$ cat src/sv/tokcls_pkg.sv
// ----------------------------------------------------------------------------
// tokcls_pkg - shared types and tables for the token classifier
// Scan modes, token kind codes, character constants and the keyword tables
// used to narrow keyword candidates one character at a time.
// ----------------------------------------------------------------------------
`default_nettype none

package tokcls_pkg;

  // Default saturation point for token lengths
  localparam int unsigned MAX_TOKEN_LEN_DEF = 255;

  // Field widths
  localparam int unsigned CH_W    = 8;
  localparam int unsigned KIND_W  = 4;
  localparam int unsigned START_W = 32;
  localparam int unsigned TLEN_W  = 8;

  // Keyword table geometry
  localparam int unsigned KW_COUNT  = 11;
  localparam int unsigned KW_MAXLEN = 6;
  localparam int unsigned KW_POS_W  = 3;
  localparam int unsigned KW_LEN_W  = 3;

  // Scan mode, one-hot
  typedef enum logic [3:0] {
    MODE_IDLE = 4'b0001,
    MODE_NUM  = 4'b0010,
    MODE_WORD = 4'b0100,
    MODE_CMT  = 4'b1000
  } scan_mode_t;

  typedef logic [KIND_W-1:0]   kind_t;
  typedef logic [KW_COUNT-1:0] kw_mask_t;

  // Token kind codes
  localparam kind_t KIND_NUM    = 4'd0;
  localparam kind_t KIND_ID     = 4'd1;
  localparam kind_t KIND_DTYPE  = 4'd2;
  localparam kind_t KIND_IF     = 4'd3;
  localparam kind_t KIND_ELSE   = 4'd4;
  localparam kind_t KIND_ELIF   = 4'd5;
  localparam kind_t KIND_SWITCH = 4'd6;
  localparam kind_t KIND_WHILE  = 4'd7;
  localparam kind_t KIND_FOR    = 4'd8;
  localparam kind_t KIND_DO     = 4'd9;

  localparam kw_mask_t KW_ALL = '1;

  // Character constants
  localparam logic [CH_W-1:0] CH_HASH = 8'h23;
  localparam logic [CH_W-1:0] CH_NL   = 8'h0A;
  localparam logic [CH_W-1:0] CH_USCR = 8'h5F;

  // Keyword spellings, zero padded
  localparam logic [CH_W-1:0] KW_TEXT [KW_COUNT][KW_MAXLEN] = '{
    '{"i", "n", "t", 8'h00, 8'h00, 8'h00},
    '{"c", "h", "a", "r", 8'h00, 8'h00},
    '{"d", "o", "u", "b", "l", "e"},
    '{"f", "l", "o", "a", "t", 8'h00},
    '{"i", "f", 8'h00, 8'h00, 8'h00, 8'h00},
    '{"e", "l", "s", "e", 8'h00, 8'h00},
    '{"e", "l", "i", "f", 8'h00, 8'h00},
    '{"s", "w", "i", "t", "c", "h"},
    '{"w", "h", "i", "l", "e", 8'h00},
    '{"f", "o", "r", 8'h00, 8'h00, 8'h00},
    '{"d", "o", 8'h00, 8'h00, 8'h00, 8'h00}
  };

  localparam logic [KW_LEN_W-1:0] KW_LEN [KW_COUNT] = '{
    3'd3, 3'd4, 3'd6, 3'd5, 3'd2, 3'd4, 3'd4, 3'd6, 3'd5, 3'd3, 3'd2
  };

  localparam kind_t KW_KIND [KW_COUNT] = '{
    KIND_DTYPE, KIND_DTYPE, KIND_DTYPE, KIND_DTYPE, KIND_IF, KIND_ELSE,
    KIND_ELIF, KIND_SWITCH, KIND_WHILE, KIND_FOR, KIND_DO
  };

  // Classify one byte into the mode it would start
  function automatic scan_mode_t classify(input logic [CH_W-1:0] c);
    scan_mode_t cls;
    if (c >= "0" && c <= "9") begin
      cls = MODE_NUM;
    end else if ((c >= "a" && c <= "z") || (c >= "A" && c <= "Z") || c == CH_USCR) begin
      cls = MODE_WORD;
    end else if (c == CH_HASH) begin
      cls = MODE_CMT;
    end else begin
      cls = MODE_IDLE;
    end
    return cls;
  endfunction

endpackage

`default_nettype wire

$ cat src/sv/token_classifier.sv
// ----------------------------------------------------------------------------
// token_classifier - byte-serial tokenizer for C-like source text
// Scans source bytes and emits one descriptor (kind, start, length) for each
// number, identifier or keyword token when the token ends.
// ----------------------------------------------------------------------------
// Usage:
//   Input channel: one source byte per item in in_tdata[7:0]. in_tlast marks
//   the end of the text: it flushes any pending token and returns offsets,
//   mode and run state to their reset values; its byte is ignored.
//   Output channel: one token descriptor per item. out_tuser carries the kind
//   and the length overflow flag, out_tdata the start offset and length.
//   Throughput: one input item per cycle while the output register is not
//   blocked by an untaken result. The mode, length and keyword mask update is
//   combinational logic from the scan state registers back into them.
//   Latency: the descriptor of a token is valid in the cycle after the item
//   that ends it is accepted. Items that end nothing produce no output.
//   Stall: a waiting result sits in the output register; in_tready is high
//   only while that register is empty or is drained in the same cycle, so
//   input stops for every cycle in which an untaken result waits.
//   Reset: rst_n low clears the scan state to idle, the byte offset to zero
//   and drops any result in the output register.
// ----------------------------------------------------------------------------
`default_nettype none

module token_classifier #(
  parameter int unsigned MAX_TOKEN_LEN = tokcls_pkg::MAX_TOKEN_LEN_DEF
) (
  input  wire logic        clk,
  input  wire logic        rst_n,
  // Source byte channel
  input  wire logic        in_tvalid,
  output logic             in_tready,
  input  wire logic [7:0]  in_tdata,   // [7:0] ch
  input  wire logic        in_tlast,   // end_of_text
  // Token descriptor channel
  output logic             out_tvalid,
  input  wire logic        out_tready,
  output logic [39:0]      out_tdata,  // [31:0] token_start, [39:32] token_length
  output logic [4:0]       out_tuser   // [3:0] token_kind, [4] length_overflow
);

  import tokcls_pkg::*;

  localparam int unsigned LEN_W = $clog2(MAX_TOKEN_LEN + 1);
  localparam logic [LEN_W-1:0] LEN_MAX = LEN_W'(MAX_TOKEN_LEN);

  // Scan state
  scan_mode_t          mode_r, mode_nxt;
  logic [LEN_W-1:0]    run_len_r, run_len_nxt;
  logic [START_W-1:0]  run_start_r, run_start_nxt;
  logic [START_W-1:0]  byte_off_r, byte_off_nxt;
  kw_mask_t            cand_r, cand_nxt;
  logic                run_ovf_r, run_ovf_nxt;

  // Result register
  logic                out_valid_r;
  kind_t               res_kind_r;
  logic [START_W-1:0]  res_start_r;
  logic [TLEN_W-1:0]   res_len_r;
  logic                res_ovf_r;

  logic                in_fire;
  logic [CH_W-1:0]     ch;
  scan_mode_t          cls;
  logic                pending;
  logic                emit;
  kind_t               flush_kind;

  // Run extension inputs and results
  logic                start_run;
  logic [LEN_W-1:0]    base_len;
  kw_mask_t            base_cand;
  logic                base_ovf;
  kw_mask_t            keep;
  logic [LEN_W-1:0]    ext_len;
  kw_mask_t            ext_cand;
  logic                ext_ovf;

  assign in_tready = !out_valid_r || out_tready;
  assign in_fire   = in_tvalid && in_tready;
  assign ch        = in_tdata[CH_W-1:0];
  assign cls       = classify(ch);
  assign pending   = (mode_r == MODE_NUM) || (mode_r == MODE_WORD);

  // Kind of the pending token: first surviving keyword of matching length
  always_comb begin
    flush_kind = (mode_r == MODE_WORD) ? KIND_ID : KIND_NUM;
    if (mode_r == MODE_WORD && !run_ovf_r) begin
      for (int k = KW_COUNT - 1; k >= 0; k--) begin
        if (cand_r[k] && run_len_r == LEN_W'(KW_LEN[k])) begin
          flush_kind = KW_KIND[k];
        end
      end
    end
  end

  // Extend the current run, or a fresh one on the same byte
  assign start_run = (mode_r != cls);
  assign base_len  = start_run ? '0 : run_len_r;
  assign base_cand = start_run ? KW_ALL : cand_r;
  assign base_ovf  = start_run ? 1'b0 : run_ovf_r;

  always_comb begin
    keep = '0;
    if (base_len < LEN_W'(KW_MAXLEN)) begin
      for (int k = 0; k < KW_COUNT; k++) begin
        if (base_len < LEN_W'(KW_LEN[k]) &&
            KW_TEXT[k][base_len[KW_POS_W-1:0]] == ch) begin
          keep[k] = 1'b1;
        end
      end
    end
  end

  assign ext_cand = (cls == MODE_WORD) ? (base_cand & keep) : base_cand;
  assign ext_len  = (base_len < LEN_MAX) ? (base_len + LEN_W'(1)) : base_len;
  assign ext_ovf  = base_ovf || (base_len >= LEN_MAX);

  // Next scan state and emit decision for an accepted item
  always_comb begin
    mode_nxt      = mode_r;
    run_len_nxt   = run_len_r;
    run_start_nxt = run_start_r;
    byte_off_nxt  = byte_off_r;
    cand_nxt      = cand_r;
    run_ovf_nxt   = run_ovf_r;
    emit          = 1'b0;
    if (in_tlast) begin
      emit          = pending;
      mode_nxt      = MODE_IDLE;
      run_len_nxt   = '0;
      run_start_nxt = '0;
      byte_off_nxt  = '0;
      cand_nxt      = KW_ALL;
      run_ovf_nxt   = 1'b0;
    end else begin
      byte_off_nxt = byte_off_r + START_W'(1);
      unique case (mode_r)
        MODE_CMT: begin
          if (ch == CH_NL) begin
            mode_nxt = MODE_IDLE;
          end
        end
        MODE_IDLE, MODE_NUM, MODE_WORD: begin
          emit = pending && start_run;
          if (cls == MODE_NUM || cls == MODE_WORD) begin
            mode_nxt      = cls;
            run_len_nxt   = ext_len;
            run_ovf_nxt   = ext_ovf;
            cand_nxt      = ext_cand;
            if (start_run) begin
              run_start_nxt = byte_off_r;
            end
          end else begin
            mode_nxt      = cls;
            run_len_nxt   = '0;
            run_start_nxt = '0;
            cand_nxt      = KW_ALL;
            run_ovf_nxt   = 1'b0;
          end
        end
        default: begin
          mode_nxt = MODE_IDLE;
        end
      endcase
    end
  end

  // Scan state registers
  always_ff @(posedge clk) begin
    if (!rst_n) begin
      mode_r      <= MODE_IDLE;
      run_len_r   <= '0;
      run_start_r <= '0;
      byte_off_r  <= '0;
      cand_r      <= KW_ALL;
      run_ovf_r   <= 1'b0;
    end else if (in_fire) begin
      mode_r      <= mode_nxt;
      run_len_r   <= run_len_nxt;
      run_start_r <= run_start_nxt;
      byte_off_r  <= byte_off_nxt;
      cand_r      <= cand_nxt;
      run_ovf_r   <= run_ovf_nxt;
    end
  end

  // Output valid: load on emit, drop when taken
  always_ff @(posedge clk) begin
    if (!rst_n) begin
      out_valid_r <= 1'b0;
    end else if (in_fire && emit) begin
      out_valid_r <= 1'b1;
    end else if (out_tready) begin
      out_valid_r <= 1'b0;
    end
  end

  // Output payload: hold until the next emitted token
  always_ff @(posedge clk) begin
    if (in_fire && emit) begin
      res_kind_r  <= flush_kind;
      res_start_r <= run_start_r;
      res_len_r   <= TLEN_W'(run_len_r);
      res_ovf_r   <= run_ovf_r;
    end
  end

  assign out_tvalid = out_valid_r;
  assign out_tdata  = {res_len_r, res_start_r};
  assign out_tuser  = {res_ovf_r, res_kind_r};

  // End of text leaves the scanner idle at offset zero
  a_eot_reset: assert property (@(posedge clk) disable iff (!rst_n)
    (in_fire && in_tlast) |=> (mode_r == MODE_IDLE && byte_off_r == '0))
    else $error("end of text did not reset scan state");

  // Bytes inside a comment never produce a token
  a_cmt_silent: assert property (@(posedge clk) disable iff (!rst_n)
    (in_fire && mode_r == MODE_CMT) |-> !emit)
    else $error("token emitted from comment mode");

  // Run length saturates at the maximum
  a_len_bound: assert property (@(posedge clk) disable iff (!rst_n)
    run_len_r <= LEN_MAX)
    else $error("run length beyond maximum");

  // An overflowed run sits at the saturation length
  a_ovf_len: assert property (@(posedge clk) disable iff (!rst_n)
    run_ovf_r |-> (run_len_r == LEN_MAX))
    else $error("overflow flag without saturated length");

  // A new result is only loaded into an empty or draining output register
  a_no_overrun: assert property (@(posedge clk) disable iff (!rst_n)
    (out_valid_r && !out_tready) |-> !in_fire)
    else $error("input accepted while result register is blocked");

endmodule

`default_nettype wire
$ cat config.mk
export PLATFORM = sky130hd
export DESIGN_NAME = token_classifier
export DESIGN_NICKNAME = d
export VERILOG_FILES = /design/src/sv/tokcls_pkg.sv /design/src/sv/token_classifier.sv
export SDC_FILE = /design/constraint.sdc
export NUM_CORES = 1
export LEC_CHECK = 0
export ABC_AREA = 0
export BUFFER_PORTS_ARGS = -buffer_cell sky130_fd_sc_hd__buf_2
export CAP_MARGIN = 20
export CORE_ASPECT_RATIO = 0.9
export CORE_MARGIN = 10
export CORE_UTILIZATION = 45
export CTS_CLUSTER_SIZE = 30
export DETAILED_ROUTE_END_ITERATION = 8
export PLACE_DENSITY = 0.68
export SETUP_SLACK_MARGIN = 0.5
export SLEW_MARGIN = 20
export SYNTH_ARGS = -nofsm -noshare
export SYNTH_HDL_FRONTEND = slang
export SYNTH_SLANG_ARGS = --single-unit
$ cat constraint.sdc
create_clock -name clk -period 4.3 [get_ports clk]
set_input_delay 0.215 -clock clk [delete_from_list [all_inputs] [get_ports clk]]
set_output_delay 0.215 -clock clk [all_outputs]
set_load 0.02 [all_outputs]
Word-level counts from Yosys, hierarchy flattened --
Memories as Yosys holds them, arrays and structs flattened. Index checks and enable logic that the tools add are counted.
Cells by class: add/subtract/negate cells 2, order comparisons 14, equality and inequality tests 28, multiplexer cells 76, bitwise gates (word level) 2, reductions and logical operators 43
Operators with widths (count):
- 8-bit two-way mux | 27
- 32-bit two-way mux | 5
- 8-bit equality test | 11
- 4-bit two-way mux | 17
- 11-bit two-way mux | 6
- 32-bit by 1-bit adder with 32-bit output (second input constant) | 1
- 1-bit logical AND | 29
- 8-bit by 3-bit equality test with 1-bit output (second input constant) | 3
- 8-bit by 3-bit < comparator with 1-bit output (second input constant) | 3
- 1-bit two-way mux | 20
- 8-bit by 2-bit equality test with 1-bit output (second input constant) | 2
- 8-bit by 7-bit greater-or-equal comparator with 1-bit output (second input constant) | 2
- 8-bit by 7-bit <= comparator with 1-bit output (second input constant) | 2
- 8-bit by 2-bit < comparator with 1-bit output (second input constant) | 2
- 11-bit AND | 1
- 8-bit by 1-bit adder with 8-bit output (second input constant) | 1
- 4-bit by 2-bit equality test with 1-bit output (second input constant) | 2
- 4-bit by 3-bit equality test with 1-bit output (second input constant) | 2
- 8-bit by 4-bit equality test with 1-bit output (second input constant) | 1
- 8-bit by 6-bit equality test with 1-bit output (second input constant) | 1
- 8-bit by 7-bit equality test with 1-bit output (second input constant) | 1
- 8-bit by 6-bit greater-or-equal comparator with 1-bit output (second input constant) | 1
- 8-bit greater-or-equal comparator (second input constant) | 1
- 8-bit by 6-bit <= comparator with 1-bit output (second input constant) | 1
- 14 further kinds | 23
Word-level totals: flip-flop bits (word level) 134, ROM bits 704, bits of input ports 13, output and inout bits 47, word-level logic and storage cells 187, memories kept 11
Memory list:
- (name not given) | depth 8, width 8, rd ports 1, clocked after Yosys merged registers in 0, write ports 0, RTL line token_classifier.sv:108 | KW_TEXT[k][base_len[KW_POS_W-1:0]] == ch) begin
- (name not given) | depth 8, width 8, rd ports 1, clocked after Yosys merged registers in 0, write ports 0, RTL line token_classifier.sv:108
- (name not given) | depth 8, width 8, rd ports 1, clocked after Yosys merged registers in 0, write ports 0, RTL line token_classifier.sv:108
- (name not given) | depth 8, width 8, rd ports 1, clocked after Yosys merged registers in 0, write ports 0, RTL line token_classifier.sv:108
- (name not given) | depth 8, width 8, rd ports 1, clocked after Yosys merged registers in 0, write ports 0, RTL line token_classifier.sv:108
- (name not given) | depth 8, width 8, rd ports 1, clocked after Yosys merged registers in 0, write ports 0, RTL line token_classifier.sv:108
- 5 more memories

Logic depth before layout (Yosys ltp) --
depth after elaboration 21, depth in mapped cells 17, depth with buffers taken out 13

Worst setup path after synthesis --
Ideal clock, no wire load.
path kind input port to flip-flop, start input port in_tdata[2], end register cand_r[6], setup time 0.058 ns, arrival 3.202 ns, required time 4.242 ns, setup slack 1.040 ns, cell stages on the path 14, buffers on the path 3, cell sequence buf_4 > or2_1 > o41a_1 > and4_4 > o2bb2a_4 > buf_6 > buf_6 > and3_1 > ha_1 > inv_1 > nor4b_1 > o21ai_2 > a2111oi_1 > o21a_1
On the way: longest elaborated chain between the ends 21, elaborated cells on any way between the ends 37, those cells by class order compare: 8; eq/ne: 6; mux: 13; bitwise: 2; reduce/logical: 7; memory: 1
Ends and longest elaborated chain:
- start, declared | RTL line token_classifier.sv:33 | input wire logic [7:0] in_tdata,
- 8-bit by 7-bit greater-or-equal comparator with 1-bit output or 8-bit by 7-bit <= comparator with 1-bit output (tied branches) | RTL line tokcls_pkg.sv:84 | end else if ((c >= "a" && c <= "z") || (c >= "A" && c <= "Z") || c == CH_USCR) begin
- 1-bit logical AND | RTL line tokcls_pkg.sv:84
- 1-bit logical OR (2 in a row) | RTL line tokcls_pkg.sv:84
- 4-bit two-way mux | RTL line tokcls_pkg.sv:84
- 4-bit two-way mux | RTL line tokcls_pkg.sv:82 | if (c >= "0" && c <= "9") begin
- 4-bit != test | RTL line token_classifier.sv:98 | assign start_run = (mode_r != cls);
- 8-bit two-way mux | RTL line token_classifier.sv:99 | assign base_len = start_run ? '0 : run_len_r;
- 3-bit inverter with 4-bit output (not written as such) | RTL line token_classifier.sv:108
- (+4 left out)
- 1-bit logical AND | RTL line token_classifier.sv:107 | if (base_len < LEN_W'(KW_LEN[k]) &&
- 1-bit two-way mux | RTL line token_classifier.sv:107
- 11-bit two-way mux | RTL line token_classifier.sv:105 | if (base_len < LEN_W'(KW_MAXLEN)) begin
- 11-bit AND | RTL line token_classifier.sv:115 | assign ext_cand = (cls == MODE_WORD) ? (base_cand & keep) : base_cand;
- 11-bit two-way mux | RTL line token_classifier.sv:115
- 11-bit two-way mux (*) | RTL line token_classifier.sv:146 | if (cls == MODE_NUM || cls == MODE_WORD) begin
- 11-bit two-way mux (*) | RTL line token_classifier.sv:138 | unique case (mode_r)
- 11-bit two-way mux (*) | RTL line token_classifier.sv:128 | if (in_tlast) begin
- end signal, assigned | RTL line token_classifier.sv:183 | cand_r <= cand_nxt;
- end, declared | RTL line token_classifier.sv:52 | kw_mask_t cand_r, cand_nxt;
Every way passes the cells marked *; elsewhere a longest branch is shown, timed or not. The select of a mux whose other input is x is not followed. A chain may end at the register's enable or synchronous reset.

Final worst setup path --
start input port in_tdata[3], end register cand_r[6]
Same word-level chain as after synthesis.

==> flow_summary.toml <==
[hold_path]
hold_path.class = "input pin to flip-flop"
hold_start = "rst_n"
holdPathStages = 2
hold_end = "cand_r[7]"

[setup_path]
rrSetupSlack_ns = 0.99
r2r_cells = 12
worstPathArrival_ns = 3.77
worstReg2RegEnd = "cand_r[6]"
worstSetupStartpointType = "input pin"
critPathRequiredTime_ns = 4.67
reg2reg_from = "mode_r[3]"
end_kind = "flip-flop"
criticalPathCategory = "input pin to flip-flop"
critPathMaxFanout = 18
critPathLaunch = "in_tdata[3]"

[synth]
async_flop_share = 0
yosysWarnings = 0
synth_edf_count = 45
synthCells = 747
seq_area_frac_synth = 0.461
synth.top_cells.by_area = "dfxtp_1 (26%), edfxtp_1 (20%), nand2_1 (4.7%), a21oi_1 (4.6%), xor2_1 (4.4%)"
synth_top_area_cell = "dfxtp_1"
syn-cell-area_sq_um = 6800
synth_cell_types = 83
ys_ff_latch = 134
synth_top_cell_area_share = 0.262
postSynthNetCount = 770
synthFlopType = "dfxtp_1"
synth_area_per_cell_sq_um = 9.10

[sta]
slew_violations = 0
fin_skew_ns = 0.00971
max_freq_mhz = 294
worst_slew_pin_slew_ns = 0.893
fin_crit_sh = 0.791
timing.hold.ws_ns = 0.186
hold_violations = 0
slew_headroom = 0.404
setup_violations = 0
rsz0062_at_grt = "no"
min_period_ns = 3.40
fin_tns_setup_ns = 0

[route]
vias = 5791
drt_iter0_drc = 592
wl_um = 18700
post_drt_wl_per_cell_um = 18.7
postRouteAntennaNets = 0
drc = 0
avgViaCountPerCell = 5.80
first_pass_iters = 5

[clock_tree]
htreeDepth = 4
cts_max_path_buffers = 2
cts-buffers-inserted = 17
cts_tree = "yes"
clk_latency_ns = 0.43
cts-root-buf = "clkbuf_16"
cts_setup_buffers = 0
clkTransAtPathRegs_ns = 0.06
clock-sinks = 134

[die]
coreArea_sq_um = 14800
die_y_um = 137
die_area_sq_um = 20400
ios = 60
rows = 42
fp.dieW_um = 150
initial_utilization = 0.461

[placement]
gp_congestion = 0.914
io_buffers = 59
dp_hpwl_um = 12900

[finish]
final_nets = 810
layout-drive-gt1-share = 0.160
antenna_cells = 0
post-route-util = 0.526
area_delta_synth_final_pct = 14.1

[grt]
antenna_found_initial = 0
grt_pass1_wl_um = 29800
grt_start_max_net_pins = 47
grt_pass1_vias = 5525
grt_overflow = 0
grt.total_usage = 0.184

[power_and_ir_drop]
vdd_drop_max_uv = 342
powerDensity_nw_per_um2 = 375
power.leakage_nw = 2.78

[run_status]
status = "complete, no violations"

[run]
maxCapViolations = 0
-- worst max-delay path, cell delays in order --
cell       delay (ns)
buf_2            0.33
inv_1            0.20
or4_4            0.57
a21oi_1          0.23
o2bb2a_4         0.31
nand3_1          0.13
buf_4            0.24
ha_1             0.39
inv_1            0.15
nor4b_1          0.36
o21ai_2          0.11
a2111oi_1        0.38
o21a_1           0.15
-- worst max-delay path by stage --
stage / end / slack, ns
after floorplan: cand_r[6] / 1.04
after global placement: cand_r[10] / 0.53
after detailed placement: cand_r[10] / 0.42
after CTS: cand_r[10] / 0.85
after global routing: cand_r[10] / 0.66
final: cand_r[6] / 0.90
-- sequential cells by signal (all words and copies together) (netlist names) --
| register | flops |
|---|---|
| byte_off_r | 32 |
| cand_r | 11 |
| mode_r | 4 |
| out_tvalid | 1 |
| res_kind_r | 4 |
| res_len_r | 8 |
| res_ovf_r | 1 |
| res_start_r | 32 |
| run_len_r | 8 |
| run_ovf_r | 1 |
| run_start_r | 32 |
-- Yosys cell counts, types with 11 or more instances --
library cell,count
dfxtp_1,89
nand2_1,85
nor2_1,64
a21oi_1,63
nand3_1,54
edfxtp_1,45
xor2_1,34
clkbuf_1,31
o21ai_0,23
xnor2_1,19
and3_1,17
inv_1,16
nor3_1,15
a31oi_1,11
-- where the power goes --
group	internal (mW)	switching, mW	total, mW
Clock	0.847	0.547	1.39
Sequential	1.31	0.00778	1.31
Combinational	0.0577	0.147	0.205
Total	2.21	0.702	2.91
-- through the flow --
step	total power [mW]	std cells	cell area (sq um)	worst slack [ns]
after floorplan	1.49	747	6800	1.04
after global placement	1.54	966	7180	0.526
after detailed placement	1.54	966	7180	0.416
after CTS	2.92	998	7750	0.852
after global routing	3.01	998	7760	0.662
final	2.91	998	7760	0.899
-- cells in the final DEF (no fill, tap or decap), types with 5 or more instances in the layout --
cell       count
ha_1          10
a31oi_1       11
mux2i_1        7
and3_1        17
xor2_1        34
or3_1          7
nand4_1       10
buf_2         59
and2_1         7
nor2b_1       10
inv_1         16
xnor2_1       19
buf_4         15
clkbuf_16     18
nand2_1       84
nor2_1        64
edfxtp_1      45
dfxtp_1       89
a211oi_1       7
nand3_1       54
a21oi_1       62
nor3_1        15
nor4_1         5
o21ai_0       23
-- cell type report --
type	instances	area, sq um
Timing Repair Buffer	74	408
Inverter	19	83.8
Tap cell	198	248
Multi-Input combinational cell	541	3320
Clock inverter	10	95.1
Clock buffer	22	475
Sequential cell	134	3130
Fill cell	1334	7000
-- per-layer routing --
layer,GRT usage,vias to the layer above,share of wire
met5,0,-,0
met4,0.0556,0,0.015
met3,0.0508,26,0.085
met2,0.273,216,0.44
met1,0.253,2770,0.46
li1,-,2779,-
-- cells by family after synthesis --
| family | share of synthesized area |
|---|---|
| xor+xnor | 0.0683 |
| compound gates | 0.164 |
| mux | 0.0153 |
| fa+ha+maj | 0.0184 |
| flops | 0.461 |
| simple gates | 0.220 |
| buf+inv | 0.0534 |
-- what timing repair did --
item	in CTS	in global routing
hold buffers	0	0
resized for setup	0	1
endpoints found under the setup margin	0	1
No activity file was read; power rests on OpenSTA's default activity.
